--- config.mk ---
export PLATFORM = sky130hd
export DESIGN_NAME = fuzzy_subsequence_scorer_unit
export DESIGN_NICKNAME = d
export VERILOG_FILES = /design/src/rtl/fss_pkg.sv /design/src/rtl/fuzzy_subsequence_scorer_unit.sv
export SDC_FILE = /design/constraint.sdc
export NUM_CORES = 1
export LEC_CHECK = 0
export ABC_AREA = 1
export BUFFER_PORTS_ARGS = -buffer_cell sky130_fd_sc_hd__buf_2
export CORE_ASPECT_RATIO = 0.7
export CORE_MARGIN = 2
export CORE_UTILIZATION = 60
export DETAILED_ROUTE_END_ITERATION = 10
export PLACE_DENSITY_LB_ADDON = 0.3
export SLEW_MARGIN = 10
export SYNTH_ARGS = -nofsm -noshare
export SYNTH_HDL_FRONTEND = slang
export SYNTH_SLANG_ARGS = --single-unit
--- constraint.sdc ---
create_clock -name clock -period 8.2 [get_ports clock]
set_input_delay 0.41 -clock clock [delete_from_list [all_inputs] [get_ports clock]]
set_output_delay 0.41 -clock clock [all_outputs]
set_load 0.01 [all_outputs]
--- src/rtl/fss_pkg.sv ---
// Constants, codes and helper functions for the fuzzy subsequence scorer.
`timescale 1ns / 1ps

package fss_pkg;

   localparam int MAX_PATTERN_DEF = 16;

   localparam int BYTE_W   = 8;
   localparam int CSR_IDX_W = 2;
   localparam int CSR_DATA_W = 64;
   localparam int LEN_W    = 5;
   localparam int RUN_W    = 5;
   localparam int SCORE_W  = 10;
   localparam int RESULT_W = 11;
   localparam int ADD_W    = 8;

   localparam int SCORE_MATCH = 10;
   localparam int SCORE_RUN   = 5;
   localparam int SCORE_SEP   = 8;
   localparam int RUN_MAX     = 31;

   typedef logic [CSR_IDX_W-1:0] csr_idx_type;
   localparam csr_idx_type CSR_PATTERN_LOW    = 2'd0;
   localparam csr_idx_type CSR_PATTERN_HIGH   = 2'd1;
   localparam csr_idx_type CSR_PATTERN_LENGTH = 2'd2;

   localparam logic [BYTE_W-1:0] CHR_UPPER_A = 8'h41;
   localparam logic [BYTE_W-1:0] CHR_UPPER_Z = 8'h5A;
   localparam logic [BYTE_W-1:0] CHR_CASE    = 8'h20;
   localparam logic [BYTE_W-1:0] CHR_UNDER   = 8'h5F;
   localparam logic [BYTE_W-1:0] CHR_COLON   = 8'h3A;
   localparam logic [BYTE_W-1:0] CHR_SPACE   = 8'h20;
   localparam logic [BYTE_W-1:0] CHR_TAB     = 8'h09;
   localparam logic [BYTE_W-1:0] CHR_HYPHEN  = 8'h2D;

   localparam logic signed [RESULT_W-1:0] RESULT_NO_MATCH = -11'sd1;

   function automatic logic [BYTE_W-1:0] fold_case(input logic [BYTE_W-1:0] c);
      if (c >= CHR_UPPER_A && c <= CHR_UPPER_Z) begin
         return c | CHR_CASE;
      end
      return c;
   endfunction

   function automatic logic is_separator(input logic [BYTE_W-1:0] c);
      return (c == CHR_UNDER) || (c == CHR_COLON) || (c == CHR_SPACE) ||
             (c == CHR_TAB) || (c == CHR_HYPHEN);
   endfunction

endpackage

--- src/rtl/fuzzy_subsequence_scorer_unit.sv ---
// Top level of the fuzzy subsequence scorer: streamed text bytes scored against a pattern.
//
// Usage:
//   csr_*  : pattern_low (0), pattern_high (1), pattern_length (2); csr_ready is always
//            high, writes to other indexes are dropped. Write only while the block is idle.
//   req_*  : one text byte per transfer; has_byte = 0 gives a bare end marker, and
//            end_of_text closes the text and produces one rsp transfer.
//   rsp_*  : rsp_score = match score 0..888, -1 if the pattern was not completed, 0 for
//            an empty pattern.
// Timing:
//   One transfer per cycle sustained while no end of text waits for a held result. A req
//   transfer lands in the input register and is scored from there against the text state;
//   for an end of text the result goes into the result register, which drives rsp_valid.
//   The throughput is set by the loop through the text state registers.
// Reset:
//   Clears the pattern registers, the text state and both valid flags.
// Stall:
//   While rsp_stall holds a waiting result, bytes without end_of_text keep flowing;
//   an end of text waits in the input register and req_stall rises until the result
//   register is free.
`timescale 1ns / 1ps

module fuzzy_subsequence_scorer_unit
   import fss_pkg::*;
#(
   parameter int MAX_PATTERN = MAX_PATTERN_DEF
) (
   input  logic                       clock,
   input  logic                       reset,

   input  logic                       csr_valid,
   output logic                       csr_ready,
   input  logic [CSR_IDX_W-1:0]       csr_index,
   input  logic [CSR_DATA_W-1:0]      csr_data,

   input  logic                       req_valid,
   output logic                       req_stall,
   input  logic [BYTE_W-1:0]          req_text_byte,
   input  logic                       req_has_byte,
   input  logic                       req_end_of_text,

   output logic                       rsp_valid,
   input  logic                       rsp_stall,
   output logic signed [RESULT_W-1:0] rsp_score
);

   localparam int IDX_W = $clog2(MAX_PATTERN + 1);
   localparam int PAT_W = BYTE_W * MAX_PATTERN;
   localparam int BYTES_PER_WORD = CSR_DATA_W / BYTE_W;

   // configuration
   logic [PAT_W-1:0] pattern_ff, pattern_in;
   logic [LEN_W-1:0] length_ff, length_in;
   logic [IDX_W-1:0] len_used;

   // input register
   logic              in_valid_ff, in_valid_in;
   logic [BYTE_W-1:0] in_byte_ff, in_byte_in;
   logic              in_has_ff, in_has_in;
   logic              in_eot_ff, in_eot_in;

   // text state
   logic [IDX_W-1:0]   pattern_index_ff, pattern_index_in;
   logic [RUN_W-1:0]   run_length_ff, run_length_in;
   logic [SCORE_W-1:0] running_score_ff, running_score_in;
   logic [BYTE_W-1:0]  previous_byte_ff, previous_byte_in;
   logic               at_start_ff, at_start_in;

   // result register
   logic                       rsp_valid_ff, rsp_valid_in;
   logic signed [RESULT_W-1:0] rsp_score_ff, rsp_score_in;

   logic               req_take;
   logic               item_go;
   logic [IDX_W-1:0]   step_index;
   logic [RUN_W-1:0]   step_run;
   logic [SCORE_W-1:0] step_score;
   logic [BYTE_W-1:0]  pat_byte;
   logic [ADD_W-1:0]   add_val;
   logic signed [RESULT_W-1:0] result;

   assign csr_ready = 1'b1;
   assign len_used  = (length_ff > LEN_W'(MAX_PATTERN)) ? IDX_W'(MAX_PATTERN)
                                                         : IDX_W'(length_ff);

   always_comb begin
      pattern_in = pattern_ff;
      length_in  = length_ff;
      if (csr_valid && csr_ready) begin
         for (int b = 0; b < MAX_PATTERN; b++) begin
            if (b < BYTES_PER_WORD && csr_index == CSR_PATTERN_LOW) begin
               pattern_in[BYTE_W*b +: BYTE_W] = csr_data[BYTE_W*b +: BYTE_W];
            end
            if (b >= BYTES_PER_WORD && csr_index == CSR_PATTERN_HIGH) begin
               pattern_in[BYTE_W*b +: BYTE_W] =
                  csr_data[BYTE_W*(b-BYTES_PER_WORD) +: BYTE_W];
            end
         end
         if (csr_index == CSR_PATTERN_LENGTH) begin
            length_in = csr_data[LEN_W-1:0];
         end
      end
   end

   // an end of text needs a free result register; plain bytes always go
   assign item_go   = in_valid_ff && (!in_eot_ff || !rsp_valid_ff || !rsp_stall);
   assign req_stall = in_valid_ff && !item_go;
   assign req_take  = req_valid && !req_stall;

   always_comb begin
      in_valid_in = in_valid_ff;
      in_byte_in  = in_byte_ff;
      in_has_in   = in_has_ff;
      in_eot_in   = in_eot_ff;
      if (req_take) begin
         in_valid_in = 1'b1;
         in_byte_in  = req_text_byte;
         in_has_in   = req_has_byte;
         in_eot_in   = req_end_of_text;
      end else if (item_go) begin
         in_valid_in = 1'b0;
      end
   end

   assign pat_byte = (pattern_index_ff < IDX_W'(MAX_PATTERN))
                     ? pattern_ff[BYTE_W*pattern_index_ff +: BYTE_W] : '0;
   assign add_val  = ADD_W'(SCORE_MATCH + SCORE_RUN * run_length_ff +
                            ((at_start_ff || is_separator(previous_byte_ff)) ? SCORE_SEP : 0));

   always_comb begin
      step_index       = pattern_index_ff;
      step_run         = run_length_ff;
      step_score       = running_score_ff;
      previous_byte_in = previous_byte_ff;
      at_start_in      = at_start_ff;
      if (item_go && in_has_ff) begin
         if (pattern_index_ff < len_used) begin
            if (fold_case(in_byte_ff) == fold_case(pat_byte)) begin
               step_score = running_score_ff + SCORE_W'(add_val);
               if (run_length_ff != RUN_W'(RUN_MAX)) begin
                  step_run = run_length_ff + RUN_W'(1);
               end
               step_index = pattern_index_ff + IDX_W'(1);
            end else begin
               step_run = '0;
            end
         end
         previous_byte_in = in_byte_ff;
         at_start_in      = 1'b0;
      end

      if (len_used == '0) begin
         result = '0;
      end else if (step_index >= len_used) begin
         result = {1'b0, step_score};
      end else begin
         result = RESULT_NO_MATCH;
      end

      pattern_index_in = step_index;
      run_length_in    = step_run;
      running_score_in = step_score;
      if (item_go && in_eot_ff) begin
         pattern_index_in = '0;
         run_length_in    = '0;
         running_score_in = '0;
         previous_byte_in = '0;
         at_start_in      = 1'b1;
      end
   end

   always_comb begin
      rsp_valid_in = rsp_valid_ff;
      rsp_score_in = rsp_score_ff;
      if (item_go && in_eot_ff) begin
         rsp_valid_in = 1'b1;
         rsp_score_in = result;
      end else if (!rsp_stall) begin
         rsp_valid_in = 1'b0;
      end
   end

   always_ff @(posedge clock) begin
      if (reset) begin
         pattern_ff       <= '0;
         length_ff        <= '0;
         in_valid_ff      <= 1'b0;
         pattern_index_ff <= '0;
         run_length_ff    <= '0;
         running_score_ff <= '0;
         previous_byte_ff <= '0;
         at_start_ff      <= 1'b1;
         rsp_valid_ff     <= 1'b0;
      end else begin
         pattern_ff       <= pattern_in;
         length_ff        <= length_in;
         in_valid_ff      <= in_valid_in;
         pattern_index_ff <= pattern_index_in;
         run_length_ff    <= run_length_in;
         running_score_ff <= running_score_in;
         previous_byte_ff <= previous_byte_in;
         at_start_ff      <= at_start_in;
         rsp_valid_ff     <= rsp_valid_in;
      end
   end

   always_ff @(posedge clock) begin
      in_byte_ff   <= in_byte_in;
      in_has_ff    <= in_has_in;
      in_eot_ff    <= in_eot_in;
      rsp_score_ff <= rsp_score_in;
   end

   assign rsp_valid = rsp_valid_ff;
   assign rsp_score = rsp_score_ff;

   // input side only backs up behind a held result
   a_stall_cause: assert property (@(posedge clock) disable iff (reset)
      req_stall |-> (rsp_valid_ff && rsp_stall && in_eot_ff))
      else $error("req_stall without a held result");

   a_index_bound: assert property (@(posedge clock) disable iff (reset)
      pattern_index_ff <= IDX_W'(MAX_PATTERN))
      else $error("pattern index beyond pattern depth");

   a_run_bound: assert property (@(posedge clock) disable iff (reset)
      run_length_ff <= RUN_W'(pattern_index_ff))
      else $error("run longer than matched prefix");

   a_text_clear: assert property (@(posedge clock) disable iff (reset)
      (item_go && in_eot_ff) |=> (pattern_index_ff == '0 && running_score_ff == '0 &&
                                  at_start_ff && rsp_valid_ff))
      else $error("text state not cleared after end of text");

endmodule
==> results of run 1 <==
-- registers in the layout, indices dropped and copies added (netlist names) --
name / cells
rsp_score: 11
in_has_ff: 1
pattern_ff: 128
at_start_ff: 1
pattern_index_ff: 5
running_score_ff: 10
length_ff: 5
rsp_valid: 1
previous_byte_ff: 8
in_eot_ff: 1
in_valid_ff: 1
in_byte_ff: 8
run_length_ff: 5
-- worst max-delay path: cells and delay by family (launching register included) --
kind                       cells  cell delay (ns)
DFF                            1             0.31
AOI/OAI and AO/OA              5             0.73
adders and majority gates      1             0.26
buffers and inverters          5             1.00
and+or+nand+nor               17             2.53
-- cells in the final DEF (no fill, tap or decap), types with 5 or more instances in the layout --
cell and count:
a21oi_1 86, buf_2 93, buf_4 5, clkbuf_16 18, dfxtp_1 163, edfxtp_1 21, ha_1 33, inv_1 115
nand2_1 203, nand3_1 74, nor2_1 255, o211ai_1 5, o21ai_0 183, o21ai_1 10, or2_2 7, xor2_1 8
-- layer usage --
metal / up-vias / GRT usage [%] / part of all wire [%] / wire, um
li1: 4207 / - / - / -
met1: 3825 / 42.0 / 48 / 10500
met2: 277 / 43.5 / 44 / 9690
met3: 21 / 5.53 / 7.0 / 1530
met4: 0 / 7.21 / 1.1 / 246
met5: - / 0 / 0 / 0
-- through the flow --
| stage | util [%] | instances | setup WS [ns] | instance area [um^2] | hold WS (ns) |
|---|---|---|---|---|---|
| after floorplan | - | 1274 | 4.67 | 9050 | 0.425 |
| after global placement | 64.2 | 1496 | 3.46 | 9450 | 0.436 |
| after detailed placement | 64.2 | 1496 | 3.29 | 9450 | 0.444 |
| after CTS | 68.3 | 1528 | 3.28 | 10100 | 0.139 |
| after global routing | 68.3 | 1528 | 2.50 | 10100 | 0.128 |
| final | 68.3 | 1528 | 3.19 | 10100 | 0.148 |
-- report_power, final --
| group | total, uW | leakage, uW | switching [uW] | internal, uW |
|---|---|---|---|---|
| clock | 850 | 0.000298 | 367 | 483 |
| sequential | 977 | 0.00154 | 19.5 | 958 |
| combinational | 170 | 0.00264 | 108 | 61.2 |
| total | 2000 | 0.00448 | 495 | 1500 |
-- worst max path at each step --
| stage | from | to | slack, ns |
|---|---|---|---|
| after global routing | pattern_index_ff[1] | rsp_score[6] | 2.50 |
| after floorplan | run_length_ff[2] | rsp_score[9] | 4.67 |
| final | pattern_index_ff[1] | rsp_score[7] | 3.19 |
| after global placement | pattern_index_ff[1] | rsp_score[9] | 3.46 |
| after detailed placement | pattern_index_ff[1] | rsp_score[7] | 3.29 |
| after CTS | pattern_index_ff[1] | rsp_score[7] | 3.28 |
-- cells by family (layout without fill, tap and decap cells) --
| kind of cell | after synthesis | count (layout) | share of synthesized area, % |
|---|---|---|---|
| flip-flops | 185 | 185 | 43.2 |
| XOR/XNOR | 11 | 11 | 1.06 |
| buffers and inverters | 192 | 251 | 9.03 |
| adder cells (fa/ha/maj) | 36 | 36 | 5.22 |
| AO/OA/AOI/OAI | 294 | 294 | 16.7 |
| other | 1 | 1 | 0.0414 |
| AND/OR/NAND/NOR | 555 | 555 | 24.7 |
-- layout make-up --
type	count	area [um^2]
Clock buffer	22	475
Sequential cell	185	3920
Fill cell	1274	4660
Timing Repair Buffer	98	503
Inverter	121	457
Multi-Input combinational cell	897	4330
Clock inverter	10	131
Tap cell	195	244
==> impl_metrics.tcl, run 1 <==
set metrics [dict create \
    synth_top_area_share_pct 36.3 \
    clk_pin_slew_ns 0.07 \
    cts_tree "yes" \
    gp_congestion 0.867 \
    synth_cells 1274 \
    grt_pass1_vias 7760 \
    cts.htree.levels 4 \
    cts.hold.buffers_added 0 \
    hold_viol_final 0 \
    layout_min_cycle_time_ns 5.01 \
    worstSkewPairLatency_ns 0.43 \
    synth_area_per_cell_um2 7.11 \
    grt_max_degree 136 \
    drtAntennaViolNets 0 \
    yosys-top-cells-area "dfxtp_1 36%, nor2_1 11%, o21ai_0 10%, nand2_1 8.4%, edfxtp_1 7.0%" \
    synth_cell_types 38 \
    via_count 8330 \
    setup_tns_ns 0 \
    rr_startpoint "pattern_index_ff[1]" \
    root_buffer "clkbuf_16" \
    avgViaCountPerCell 5.45 \
    area_growth_pct 11.1 \
    initial_core_util_pct 61.5 \
    post-route-period-util_pct 61.1 \
    fmax_mhz 199 \
    ys_async_sr_fraction_pct 0 \
    end_kind "register" \
    dp_hpwl_mm 14.3 \
    cts_resized 0 \
    io_buffers 93 \
    whs_endpoint "in_valid_ff" \
    cp_common_cell "nand2_1" \
    start_kind "register" \
    fin_nets 1437 \
    hp-class "in -> reg" \
    outcome "finished clean" \
    fp.dieW_um 151 \
    slew_viol_final 0 \
    cap_viol_max_count 0 \
    cts_buffers 17 \
    antenna_cells 0 \
    grt-ovfl-total 0 \
    cts_sinks 185 \
    synth_largest_area_cell "dfxtp_1" \
    ys_warn_count 0 \
    die_area_um2 16100 \
    avgRoutedWirePerCell_um 14.4 \
    grt_pass1_wl_mm 37.0 \
    drc 0 \
    synthFlopType "dfxtp_1" \
    r2r_slack_ns 3.19 \
    setup_viol 0 \
    critPathKind "reg -> reg" \
    grt_usage_pct 28.6 \
    p_leak_uw 0.00448 \
    first_pass_iters 6 \
    antenna_found_initial 0 \
    num_rows 37 \
    crit_path_max_incr_delay_ns 0.77 \
    required_ns 8.48 \
    synthesis.nets 1391 \
    synth_edf_count 21 \
    drt_iter0_drc 840 \
    clock-skew-final_ns 0.00880 \
    rsz0062_at_grt "no" \
    routed_wl_mm 22.0 \
    timing.rr.end "rsp_score[7]" \
    post_cts_buffers 0 \
    ys_seq_area_share_pct 43.2 \
    coreArea_um2 14700 \
    relSlewSlack_pct 24.8 \
    synth_area_um2 9050 \
    synthMostInstantiatedCell "nor2_1" \
    drive_gt1_share_pct 11.0 \
    cts_max_path_buffers 2 \
    min-delay-start "reset" \
    crit_arrival_ns 5.30 \
    pin_count 95 \
    holdPathStages 2 \
    powerDensity_nw_per_um2 199 \
    crit_path_max_fanout 41 \
    tightest_slew_ns 1.13 \
    cp_slowest_cell "nor2_2" \
    report.power.total_uw 2000 \
    synthTopCellsByCount "255 x nor2_1, 203 x nand2_1, 183 x o21ai_0" \
    reg2reg_depth 28 \
    die_h_um 107 \
    max-vdd-ir-drop_mv 0.148 \
    ys_ff_latch 185 \
]
Note: power is estimated with default switching activity, not from simulation.
==> inputs of run 2 (changes only) <==
--- a/config.mk
+++ b/config.mk
@@ -5,11 +5,11 @@
 export SDC_FILE = /design/constraint.sdc
 export NUM_CORES = 1
 export LEC_CHECK = 0
-export ABC_AREA = 1
+export ABC_AREA = 0
 export BUFFER_PORTS_ARGS = -buffer_cell sky130_fd_sc_hd__buf_2
 export CORE_ASPECT_RATIO = 0.7
 export CORE_MARGIN = 2
-export CORE_UTILIZATION = 60
+export CORE_UTILIZATION = 59
 export DETAILED_ROUTE_END_ITERATION = 10
 export PLACE_DENSITY_LB_ADDON = 0.3
 export SLEW_MARGIN = 10
==> constraint.sdc (replaced) <==
create_clock -name clock -period 5 [get_ports clock]
set_input_delay 0.25 -clock clock [delete_from_list [all_inputs] [get_ports clock]]
set_output_delay 0.25 -clock clock [all_outputs]
set_load 0.01 [all_outputs]
==> run 2 against run 1 <==
Against the previous run: clock power rose by 66%; maximum frequency rose by 6.9%; area after synthesis fell by 2.0%.
==> impl_metrics.tcl, run 2 <==
set metrics [dict create \
    outcome "finished clean" \
    clk_pin_slew_ns 0.07 \
    avgViaCountPerCell 5.84 \
    required_ns 5.16 \
    cp_slowest_cell "mux4_1" \
    wl_met2_mm 9.75 \
    synth_area_per_cell_um2 8.78 \
    cap_viol_max_count 0 \
    final_cell_mix "287 x nand2_1, 163 x dfxtp_1, 150 x a21oi_1" \
    cts.htree.levels 4 \
    synth_cell_types 59 \
    tightest_slew_ns 0.784 \
    largest_register_ffs 128 \
    start_kind "register" \
    via_count 7573 \
    cp_top_family "compound AO/OA/AOI/OAI gates" \
    synthesis.nets 1127 \
    synth_edf_count 21 \
    area_growth_pct 15.2 \
    end_kind "register" \
    ys_ff_latch 185 \
    synthMostInstantiatedCell "nand2_1" \
    top_register "pattern_ff" \
    multiInputGateArea_um2 4630 \
    hold_viol_final 0 \
    critPathKind "reg -> reg" \
    wl_met1_mm 10.1 \
    rsz0062_at_grt "no" \
    clock-skew-final_ns 0.0163 \
    synth_largest_area_cell "dfxtp_1" \
    synth_cells 1010 \
    worstSkewPairLatency_ns 0.43 \
    grt_pass1_vias 6789 \
    yosys-top-cells-area "dfxtp_1 37%, nand2_1 12%, a21oi_1 8.5%, edfxtp_1 7.1%, mux2i_1 5.0%" \
    hp-class "in -> reg" \
    avgRoutedWirePerCell_um 17.4 \
    layout_setup_ws_ns 0.310 \
    antenna_found_initial 0 \
    antenna_cells 0 \
    die_h_um 107 \
    drive_gt1_share_pct 16.0 \
    post-route-period-util_pct 93.8 \
    gp_congestion 0.938 \
    ys_async_sr_fraction_pct 0 \
    slew_viol_final 0 \
    whs_ns 0.0145 \
    root_buffer "clkbuf_16" \
    routed_wl_mm 22.6 \
    post-place-ws_ns -0.0240 \
    first_pass_iters 5 \
    relSlewSlack_pct 47.6 \
    max-vdd-ir-drop_mv 0.236 \
    initial_core_util_pct 60.4 \
    powerDensity_nw_per_um2 315 \
    seq_area_um2 3920 \
    ys_warn_count 0 \
    drt_iter0_drc 563 \
    p_leak_uw 0.00396 \
    crit_path_max_fanout 11 \
    drtAntennaViolNets 0 \
    synth_top_area_share_pct 37.0 \
    cp_num_buf_inv 3 \
    fp.dieW_um 151 \
    setup_viol 0 \
    grt_usage_pct 28.6 \
    cts_buffers 17 \
    num_rows 37 \
    synth_area_um2 8870 \
    fin_nets 1206 \
    report.power.total_uw 3220 \
    synthFlopType "dfxtp_1" \
    cts_max_path_buffers 2 \
    ys_seq_area_share_pct 44.1 \
    coreArea_um2 14700 \
    fmax_mhz 213 \
    cts_tree "yes" \
    dp_cells 1251 \
    instances_no_fill 1297 \
    drc 0 \
    die_area_um2 16000 \
    dp_hpwl_mm 15.2 \
    crit_arrival_ns 4.85 \
    layout_commonest_cell "nand2_1" \
    io_buffers 93 \
    cts_sinks 185 \
    synthTopCellsByCount "288 x nand2_1, 164 x dfxtp_1, 151 x a21oi_1" \
    critical_path.cell_chain "buf_4 -> mux4_1 -> mux4_2 -> o21bai_1 -> a311o_1 -> o221a_2 -> a211oi_4 -> buf_6 -> xnor2_1 -> ha_1 -> nand2b_1 -> a21o_1 -> a21oi_1 -> nor2b_1 -> o21ai_1 -> nand2_2 -> inv_1 -> a221oi_1 -> o211ai_1" \
    top_layer_used "met4" \
    dr_wl_met3_mm 2.47 \
    pin_count 95 \
    grt_pass1_wl_mm 35.7 \
    layout_min_cycle_time_ns 4.69 \
    nFillCells 1131 \
    grt-ovfl-total 0 \
    grt_max_degree 76 \
    crit_path_max_incr_delay_ns 0.53 \
]
run 2: changes by cell type after synthesis, moves of 12 or more:
| cell | before | now |
|---|---|---|
| inv_1 | 115 | 19 |
| nand3_1 | 76 | 8 |
| o21ai_0 | 183 | 25 |
| mux4_1 | 0 | 12 |
| mux2i_1 | 0 | 44 |
| nand2_1 | 203 | 288 |
| mux4_2 | 0 | 12 |
| a21oi_1 | 86 | 151 |
| nor2_1 | 255 | 37 |
run 2: worst paths after layout:
path         slack, ns        endpoint  depth (start not counted)                 from
min               0.01   in_byte_ff[4]                          1     req_text_byte[4]
max reg2reg       0.31    rsp_score[8]                         19  pattern_index_ff[0]
min reg2reg       0.45  pattern_ff[71]                          2       pattern_ff[71]
max               0.31    rsp_score[8]                         19  pattern_index_ff[0]
run 2: cells by family after synthesis:
| family | after synthesis | synth area share, % |
|---|---|---|
| fa+ha+maj | 36 | 5.33 |
| other cells | 1 | 0.0423 |
| compound gates | 219 | 13.9 |
| xor+xnor | 16 | 1.58 |
| mux | 69 | 11.7 |
| flops | 185 | 44.1 |
| buf+inv | 83 | 3.96 |
| simple gates | 401 | 19.4 |
run 2: power by group:
group	internal [uW]	switching [uW]	total (uW)
sequential	1550	31.5	1580
combinational	90.4	142	233
clock	823	586	1410
run 2: per-layer routing:
metal,vias up,GRT usage (%)
li1,3648,-
met1,3541,43.1
met2,363,41.1
met3,21,7.74
met4,0,6.33
met5,-,0
run 2: worst reg2reg max path, delay by kind of cell, from the launching register on:
| family | cells | cell delay, ns |
|---|---|---|
| xor+xnor | 1 | 0.11 |
| fa+ha+maj | 1 | 0.28 |
| flops | 1 | 0.45 |
| mux | 2 | 1.01 |
| simple gates | 3 | 0.37 |
| buf+inv | 3 | 0.47 |
| compound gates | 9 | 1.75 |
run 2: what timing repair did:
| action | in CTS | in global routing |
|---|---|---|
| pin swaps | 0 | 1 |
| setup endpoints to repair | 1 | 11 |
| gates resized for setup | 1 | 7 |
| endpoints found under the hold margin | 7 | 2 |
| hold buffers | 7 | 2 |
| setup buffers | 0 | 5 |
run 2: layout make-up:
type,instances,share of cell area (%)
clock buffers,20,4.47
clock inverters,12,1.62
inverters,19,0.698
multi-input cells,742,45.3
flip-flops and latches,185,38.3
well taps,195,2.39
repair buffers,124,7.15
run 2: stage by stage:
stage	TNS, ns	utilization [%]	area, um^2
2_1_floorplan	0	-	8870
3_3_place_gp	0	64.3	9440
3_5_place_dp	-0.0240	64.3	9440
4_1_cts	0	69.0	10100
5_1_grt	0	69.6	10200
6_report	0	69.6	10200
